==> config.mk <==
export PLATFORM = sky130hd
export DESIGN_NAME = insertion_sorter
export DESIGN_NICKNAME = d
export VERILOG_FILES = /design/src/design/ins_sort_pkg.sv /design/src/design/ins_sort_cell.sv /design/src/design/insertion_sorter.sv
export SDC_FILE = /design/constraint.sdc
export NUM_CORES = 2
export LEC_CHECK = 0
export ABC_CLOCK_PERIOD_IN_PS = 8150
export BUFFER_PORTS_ARGS = -buffer_cell sky130_fd_sc_hd__buf_2
export CAP_MARGIN = 5
export CORE_MARGIN = 10
export CORE_UTILIZATION = 50
export CTS_CLUSTER_DIAMETER = 40
export CTS_CLUSTER_SIZE = 8
export DETAILED_ROUTE_END_ITERATION = 8
export PLACE_DENSITY_LB_ADDON = 0.25
export SLEW_MARGIN = 20
export SYNTH_ARGS = -nofsm -noshare
export SYNTH_HDL_FRONTEND = slang
export SYNTH_SLANG_ARGS = --single-unit
==> constraint.sdc <==
create_clock -name clk -period 8.15 [get_ports clk]
set_input_delay 1.63 -clock clk [delete_from_list [all_inputs] [get_ports clk]]
set_output_delay 1.63 -clock clk [all_outputs]
set_load 0.01 [all_outputs]
==> src/design/ins_sort_pkg.sv <==
// ----------------------------------------------------------------------------
// ins_sort_pkg
// shared types for the insertion sorter cell chain
// ----------------------------------------------------------------------------
package ins_sort_pkg;

  localparam int DATA_W = 32;

  typedef logic signed [DATA_W-1:0] value_t;

  // broadcast to every cell of the chain
  typedef struct packed {
    logic   ins;
    logic   shl;
    value_t value;
  } cell_cmd_t;

endpackage

==> src/design/ins_sort_cell.sv <==
// ----------------------------------------------------------------------------
// ins_sort_cell
// one storage cell of the sort chain: inserts, shifts up on insert, shifts
// down toward the output on drain
// ----------------------------------------------------------------------------
module ins_sort_cell #(
  parameter int INDEX = 0,
  parameter int CNT_W = 5
) (
  input  logic                  clk,
  input  ins_sort_pkg::cell_cmd_t cmd,
  input  logic [CNT_W-1:0]      count,
  input  ins_sort_pkg::value_t  left_value,
  input  logic                  left_gt,
  input  logic                  left_occ,
  input  ins_sort_pkg::value_t  right_value,
  output ins_sort_pkg::value_t  value,
  output logic                  gt,
  output logic                  occ
);
  import ins_sort_pkg::*;

  logic first_empty;

  assign occ         = count > CNT_W'(INDEX);
  assign gt          = occ && (value > cmd.value);
  assign first_empty = !occ && left_occ;

  always_ff @(posedge clk) begin
    if (cmd.shl) begin
      value <= right_value;
    end else if (cmd.ins) begin
      if (left_gt) begin
        value <= left_value;
      end else if (gt || first_empty) begin
        value <= cmd.value;
      end
    end
  end

endmodule

==> src/design/insertion_sorter.sv <==
// loading: an accepted beat is stored unless the chain is full; the first sorted beat is offered
//   the cycle after the beat that ends the set
// throughput: one input beat per cycle while loading, one output beat per
//   cycle while draining and m_tready is high; input waits until all stored beats drain
// reset: rst (synchronous) empties the chain and clears the overflow flag
// ----------------------------------------------------------------------------
// insertion_sorter
// cell chain insertion sort of signed values, emitted in ascending order
// ----------------------------------------------------------------------------
module insertion_sorter #(
  parameter int STORE_DEPTH = 16
) (
  input  logic                 clk,
  input  logic                 rst,
  input  logic                 s_tvalid,
  output logic                 s_tready,
  input  ins_sort_pkg::value_t s_tdata,   // [31:0] sample_value
  input  logic                 s_tlast,   // set_end
  output logic                 m_tvalid,
  input  logic                 m_tready,
  output ins_sort_pkg::value_t m_tdata,   // [31:0] sorted_value
  output logic                 m_tlast,   // run_end
  output logic                 m_tuser    // [0] overflowed
);
  import ins_sort_pkg::*;

  localparam int CNT_W = $clog2(STORE_DEPTH + 1);

  typedef enum logic {LOAD, DRAIN} state_t;

  state_t           state;
  logic [CNT_W-1:0] count;
  logic             drop;
  logic             in_beat;
  logic             out_beat;
  logic             full;
  cell_cmd_t        cmd;

  value_t cell_value [STORE_DEPTH];
  logic   cell_gt    [STORE_DEPTH];
  logic   cell_occ   [STORE_DEPTH];

  assign s_tready = (state == LOAD);
  assign in_beat  = s_tvalid && s_tready;
  assign m_tvalid = (state == DRAIN);
  assign out_beat = m_tvalid && m_tready;
  assign full     = (count == CNT_W'(STORE_DEPTH));

  assign cmd.ins   = in_beat && !full;
  assign cmd.shl   = out_beat;
  assign cmd.value = s_tdata;

  assign m_tdata = cell_value[0];
  assign m_tlast = (count == CNT_W'(1));
  assign m_tuser = drop;

  for (genvar i = 0; i < STORE_DEPTH; i++) begin : g_cell
    value_t lv;
    logic   lg;
    logic   lo;
    value_t rv;
    if (i == 0) begin : g_first
      assign lv = '0;
      assign lg = 1'b0;
      assign lo = 1'b1;
    end else begin : g_mid
      assign lv = cell_value[i-1];
      assign lg = cell_gt[i-1];
      assign lo = cell_occ[i-1];
    end
    if (i == STORE_DEPTH - 1) begin : g_last
      assign rv = '0;
    end else begin : g_inner
      assign rv = cell_value[i+1];
    end
    ins_sort_cell #(
      .INDEX (i),
      .CNT_W (CNT_W)
    ) u_cell (
      .clk         (clk),
      .cmd         (cmd),
      .count       (count),
      .left_value  (lv),
      .left_gt     (lg),
      .left_occ    (lo),
      .right_value (rv),
      .value       (cell_value[i]),
      .gt          (cell_gt[i]),
      .occ         (cell_occ[i])
    );
  end

  always_ff @(posedge clk) begin
    if (rst) begin
      state <= LOAD;
      count <= '0;
      drop  <= 1'b0;
    end else begin
      case (state)
        LOAD: begin
          if (in_beat) begin
            if (full) begin
              drop <= 1'b1;
            end else begin
              count <= count + CNT_W'(1);
            end
            if (s_tlast) begin
              state <= DRAIN;
            end
          end
        end
        DRAIN: begin
          if (out_beat) begin
            count <= count - CNT_W'(1);
            if (count == CNT_W'(1)) begin
              state <= LOAD;
              drop  <= 1'b0;
            end
          end
        end
        default: begin
          state <= LOAD;
        end
      endcase
    end
  end

endmodule
After elaboration in Yosys (flattened, before gate mapping)
Cells that the tools add are included.
{"block": "op_classes", "addsub": 2, "n_div": 0, "multipliers": 0, "n_reduce_logical": 102, "bitwise_logic": 1, "n_eq_ne": 7, "magnitude_cmp": 32, "shifts": 0, "muxes": 75}
{"op": "$mux W32", "n": 61}
{"op": "$gt A32 B32 Y1", "n": 16}
{"op": "$reduce_bool A3 Y1", "n": 14}
{"op": "$gt A5 B4 Y1 const B", "n": 8}
{"op": "$logic_and A1 B1 Y1", "n": 34}
{"op": "$reduce_and A2 Y1", "n": 16}
{"op": "$gt A5 B3 Y1 const B", "n": 4}
{"op": "$logic_not A1 Y1", "n": 17}
{"op": "$logic_or A1 B1 Y1", "n": 16}
{"op": "$mux W5", "n": 3}
{"op": "$gt A5 B1 Y1 const B", "n": 2}
{"op": "$gt A5 B2 Y1 const B", "n": 2}
{"op": "$pmux W5 S2", "n": 1}
{"op": "$mux W1", "n": 8}
{"op": "$ne A2 B1 Y1 const B", "n": 3}
{"op": "$reduce_bool A2 Y1", "n": 3}
{"op": "$add A5 B1 Y5 const B", "n": 1}
{"op": "$eq A5 B1 Y1 const B", "n": 1}
{"op": "$eq A5 B5 Y1 const B", "n": 1}
{"op": "$sub A5 B1 Y5 const B", "n": 1}
{"op": "$ne A2 B2 Y1 const B", "n": 2}
{"op": "$pmux W1 S2", "n": 2}
{"op": "$reduce_and A4 Y1", "n": 1}
{"op": "$reduce_and A3 Y1", "n": 1}
{"op": "$not A1 Y1", "n": 1}
{"block": "word_totals", "mem_count": 0, "latchBits": 0, "inputBits": 37, "word_cells": 238, "mem_bits_ro": 0, "regBits": 519, "ram_bits": 0}

Logic depth before layout (Yosys ltp)
{"block": "depth", "ltp_word": 8, "ltp_mapped": 13}

By module
A second synthesis with hierarchy kept.
{"block": "unflattened", "hier_cells": 4235, "hier_area_um2": 39869.5}
{"mod": "ins_sort_cell (g_cell[0].u_cell ...)", "n_inst": 2, "area_per_inst_um2": 2502.4, "cells_each": 266}
{"mod": "ins_sort_cell (g_cell[10].u_cell ...)", "n_inst": 2, "area_per_inst_um2": 2499.9, "cells_each": 266}
{"mod": "ins_sort_cell (g_cell[14].u_cell ...)", "n_inst": 2, "area_per_inst_um2": 2451.1, "cells_each": 260}
{"mod": "ins_sort_cell (g_cell[5].u_cell ...)", "n_inst": 2, "area_per_inst_um2": 2449.8, "cells_each": 260}
{"mod": "ins_sort_cell (g_cell[13].u_cell ...)", "n_inst": 2, "area_per_inst_um2": 2448.6, "cells_each": 260}
{"mod": "ins_sort_cell (g_cell[11].u_cell ...)", "n_inst": 2, "area_per_inst_um2": 2447.3, "cells_each": 260}
{"mod": "ins_sort_cell (g_cell[9].u_cell)", "n_inst": 1, "area_per_inst_um2": 2473.6, "cells_each": 260}
{"mod": "ins_sort_cell (g_cell[7].u_cell)", "n_inst": 1, "area_per_inst_um2": 2458.6, "cells_each": 262}
{"mod": "ins_sort_cell (g_cell[4].u_cell)", "n_inst": 1, "area_per_inst_um2": 2453.6, "cells_each": 261}
{"mod": "ins_sort_cell (g_cell[15].u_cell)", "n_inst": 1, "area_per_inst_um2": 2444.8, "cells_each": 260}
{"mod": "insertion_sorter", "n_inst": 1, "area_per_inst_um2": 440.4, "cells_each": 48}

Worst setup path before layout
No wires, ideal clock.
{"block": "synth_timing", "path_kind": "input to register", "from": "in s_tdata[11]", "to": "reg g_cell[7].u_cell.value[0], enable pin", "required_ns": 7.718, "n_path_buf": 2, "path_stages": 12, "setup_ns": 0.432, "arrival_time_ns": 6.045, "slack_ns": 1.673, "path_cell_list": "clkbuf_1 inv_1 ha_1 a2111oi_0 o21ai_0 a311oi_1 nor2_1 nor4_2 mux2i_2 buf_4 a31oi_1 a21oi_1"}
{"block": "synth_via", "elab_chain_cells": 5}
{"item": "start, declared", "line": "insertion_sorter.sv:17", "source": "input ins_sort_pkg::value_t s_tdata,"}
{"item": "$gt A32 B32 Y1", "line": "ins_sort_cell.sv:26", "source": "assign gt = occ && (value > cmd.value);"}
{"item": "$logic_and A1 B1 Y1", "line": "ins_sort_cell.sv:26"}
{"item": "$logic_or A1 B1 Y1", "line": "ins_sort_cell.sv:35", "source": "end else if (gt || first_empty) begin"}
{"item": "$reduce_bool A3 Y1 (no source line) (*)"}
{"item": "$reduce_and A2 Y1 (no source line) (*)"}
{"item": "end signal, assigned", "line": "ins_sort_cell.sv:31", "source": "value <= right_value;"}
{"item": "end signal, assigned", "line": "ins_sort_cell.sv:34", "source": "value <= left_value;"}
{"item": "end signal, assigned", "line": "ins_sort_cell.sv:36", "source": "value <= cmd.value;"}
{"item": "end, declared", "line": "ins_sort_cell.sv:17", "source": "output ins_sort_pkg::value_t value,"}
Every way passes the cells marked *; elsewhere a longest branch is shown, timed or not.
A chain may end at the register's enable or synchronous reset.

Final worst setup path
{"block": "layout_timing", "from": "in s_tdata[25]", "to": "reg g_cell[9].u_cell.value[30], enable pin"}
{"block": "layout_via", "elab_chain_cells": 5}
{"item": "$gt A32 B32 Y1", "line": "ins_sort_cell.sv:26"}
{"item": "$logic_and A1 B1 Y1", "line": "ins_sort_cell.sv:26"}
{"item": "$logic_or A1 B1 Y1", "line": "ins_sort_cell.sv:35"}
{"item": "$reduce_bool A3 Y1 (no source line) (*)"}
{"item": "$reduce_and A2 Y1 (no source line) (*)"}
{"item": "end signal, assigned", "line": "ins_sort_cell.sv:31"}
{"item": "end signal, assigned", "line": "ins_sort_cell.sv:34"}
{"item": "end signal, assigned", "line": "ins_sort_cell.sv:36"}
{"item": "end, declared", "line": "ins_sort_cell.sv:17"}
Marks and branches as above.

==> impl_metrics.json <==
{
  "cts_tree": "yes",
  "gp_congestion": 0.9139,
  "hold_class": "register to register",
  "whs_ns": 0.4719,
  "setup_viol": 0,
  "grt.total_usage_pct": 26.50,
  "cts_buffer_depth": 3,
  "regArea_um2": 15190,
  "start_kind": "primary input",
  "portBuffers": 72,
  "grt_pass1_vias": 30870,
  "grt_max_degree": 171,
  "synthArstFlopShare_pct": 0,
  "h-tree-depth": 3,
  "clkTransAtPathRegs_ns": 0.05,
  "finalNetCount": 4450,
  "start_util_pct": 50.69,
  "area_growth_pct": 13.29,
  "avgSynthCellArea_um2": 9.767,
  "postSynthNetCount": 4437,
  "antenna_found_initial": 2,
  "clk_latency_ns": 0.67,
  "yosysUniqueCellTypes": 69,
  "ys_seq_area_share_pct": 40.06,
  "core-area_um2": 74820,
  "drt_iter0_drc": 3443,
  "critical_path_arrival_ns": 6.54,
  "pin_count": 73,
  "grt_pass1_wl_um": 182700,
  "synthesis.area_um2": 37930,
  "routed_wl_um": 118000,
  "period_share_pct": 75.43,
  "synth_warnings": 0,
  "synth_edf_count": 480,
  "max_cap_viol_count": 0,
  "final_max_slew_viol_count": 0,
  "layout_min_cycle_time_ns": 6.148,
  "vias": 31800,
  "fillers": 6507,
  "fin_setup_tns_ns": 0,
  "cts_setup_buffers": 0,
  "multi_input_area_um2": 21790,
  "skew_ns": 0.02849,
  "rsz0062_at_grt": "no",
  "synth_top_flop_cell": "edfxtp_1",
  "drc": 0,
  "critPathKind": "primary input to register",
  "hold_violations": 0,
  "hold_buffers": 0,
  "die_x_um": 295.4,
  "overflow": 0,
  "cts_made_buffers": 101,
  "dp_hpwl_um": 85580,
  "wl_per_cell_um": 23.86,
  "status": "completed",
  "final_cells": 4947,
  "worstMarginPinSlew_ns": 1.205,
  "ys_seq_elements": 519,
  "critPathCaptureType": "register",
  "finalPower_w": 0.01051,
  "critPathRequiredTime_ns": 8.54,
  "die_area_um2": 87270,
  "slew_headroom_pct": 17.58,
  "ant_nets": 0,
  "rows": 100,
  "synthCells": 3883,
  "dp.cells": 4759,
  "layout-drive-gt1-share_pct": 8.625,
  "mostFrequentLayoutCell": "ha_1",
  "cts-root-buf": "clkbuf_16",
  "fp.dieH_um": 295.4,
  "worstPathMaxFanout": 34,
  "p_leak_nw": 17.54,
  "avgViaCountPerCell": 6.428,
  "fin_util_pct": 57.42,
  "cts_sinks": 519,
  "fmax_ghz": 0.1627,
  "peakVddDrop_v": 0.0001814,
  "mostFrequentLayoutCells": "ha_1, o21ai_0, nand2_1",
  "dr.pass1.iters": 6,
  "cts_resized": 0,
  "powerDensity_nw_per_um2": 244.5
}
## report_power, final
group	switching, W	internal (W)	leakage (nW)
Clock	0.00148	0.00289	1.70
Combinational	0.00148	0.000885	11.1
Sequential	0.000341	0.00343	4.76
Total	0.00330	0.00721	17.5
## cell usage after synthesis (all sizes together), types with 3 or more instances
library cell / n / area, µm²
nor2b: 34 / 212.7
and2: 5 / 31.28
dfxtp: 39 / 780.8
a2111oi: 5 / 43.79
mux2i: 387 / 3906
a41oi: 6 / 52.55
and3: 15 / 93.84
o221ai: 8 / 70.07
o31a: 6 / 52.55
nor3: 18 / 95.09
ha: 517 / 6469
nor4: 21 / 137.6
o21ai: 521 / 2608
nand4: 97 / 606.8
clkbuf: 180 / 675.7
or3: 9 / 56.30
a21boi: 6 / 45.04
a31oi: 115 / 719.4
a22oi: 4 / 30.03
nand2b: 7 / 43.79
nand2: 493 / 1851
o21bai: 3 / 22.52
or4: 7 / 52.55
nand3: 42 / 210.2
a21o: 102 / 765.7
a211oi: 20 / 150.1
o21a: 24 / 180.2
o31ai: 10 / 80.07
a221o: 3 / 30.03
o211a: 3 / 30.03
nand3b: 3 / 22.52
a211o: 5 / 43.79
o211ai: 20 / 150.1
and4: 6 / 52.55
nor2: 200 / 750.7
a221oi: 9 / 78.83
buf: 56 / 317.8
edfxtp: 480 / 14410
o2111ai: 4 / 35.03
a21oi: 295 / 1476
inv: 72 / 270.3
or2: 6 / 37.54
## metal layers
layer | up-vias | global-route usage [%] | wire length (µm)
li1 | 14790 | - | -
met1 | 15500 | 37.71 | 52450
met2 | 1312 | 41.39 | 53430
met3 | 194 | 4.365 | 9632
met4 | 2 | 6.773 | 2492
met5 | - | 0 | 20
## worst max-delay path, cell delays in order
cell	delay [ns]
buf_2	0.36
inv_1	0.52
ha_1	0.49
nand3_1	0.08
nor4_1	0.66
nand4_1	0.36
nor4_1	0.60
a221oi_1	0.17
o31ai_4	0.09
buf_4	0.56
nand3_1	0.14
a21o_1	0.48
buf_4	0.36
## path summary, 6_finish.rpt
check	startpoint	end	slack [ns]	cells past startpoint
max	s_tdata[25]	g_cell[9].u_cell.value[30]	2.00	13
min	g_cell[15].u_cell.value[22]	g_cell[15].u_cell.value[22]	0.47	2
max reg2reg	g_cell[0].u_cell.value[26]	g_cell[1].u_cell.value[19]	3.56	10
min reg2reg	g_cell[15].u_cell.value[22]	g_cell[15].u_cell.value[22]	0.47	2
## final cells by class
type                            count  area share, %
Multi-Input combinational cell   3055          50.73
Sequential cell                   519          35.36
Clock buffer                      126          6.243
Tap cell                          969          2.822
Timing Repair Buffer              146          2.330
Clock inverter                     58          1.872
Inverter                           73         0.6377
Antenna cell                        1       0.005824
## state kept, by name, indices dropped and copies added, names as in the netlist
name,count
count,5
g_cell.u_cell.value,512
m_tuser,1
m_tvalid,1
## stage by stage
step,setup slack (ns),instance area (µm²)
2_1_floorplan,1.673,37930
3_3_place_gp,1.458,39390
3_5_place_dp,1.485,39390
4_1_cts,2.128,42870
5_1_grt,1.762,42960
6_report,2.002,42970
## logic make-up (layout without fill, tap and decap cells)
family | count (synthesis) | after routing | synth area share (%)
flops | 519 | 519 | 40.06
compound gates | 1183 | 1183 | 17.90
buf+inv | 309 | 403 | 3.342
xor+xnor | 3 | 3 | 0.06929
other cells | 0 | 1 | 0
mux | 387 | 387 | 10.30
simple gates | 965 | 965 | 11.26
fa+ha+maj | 517 | 517 | 17.06
(Power assumes the default switching activity.)
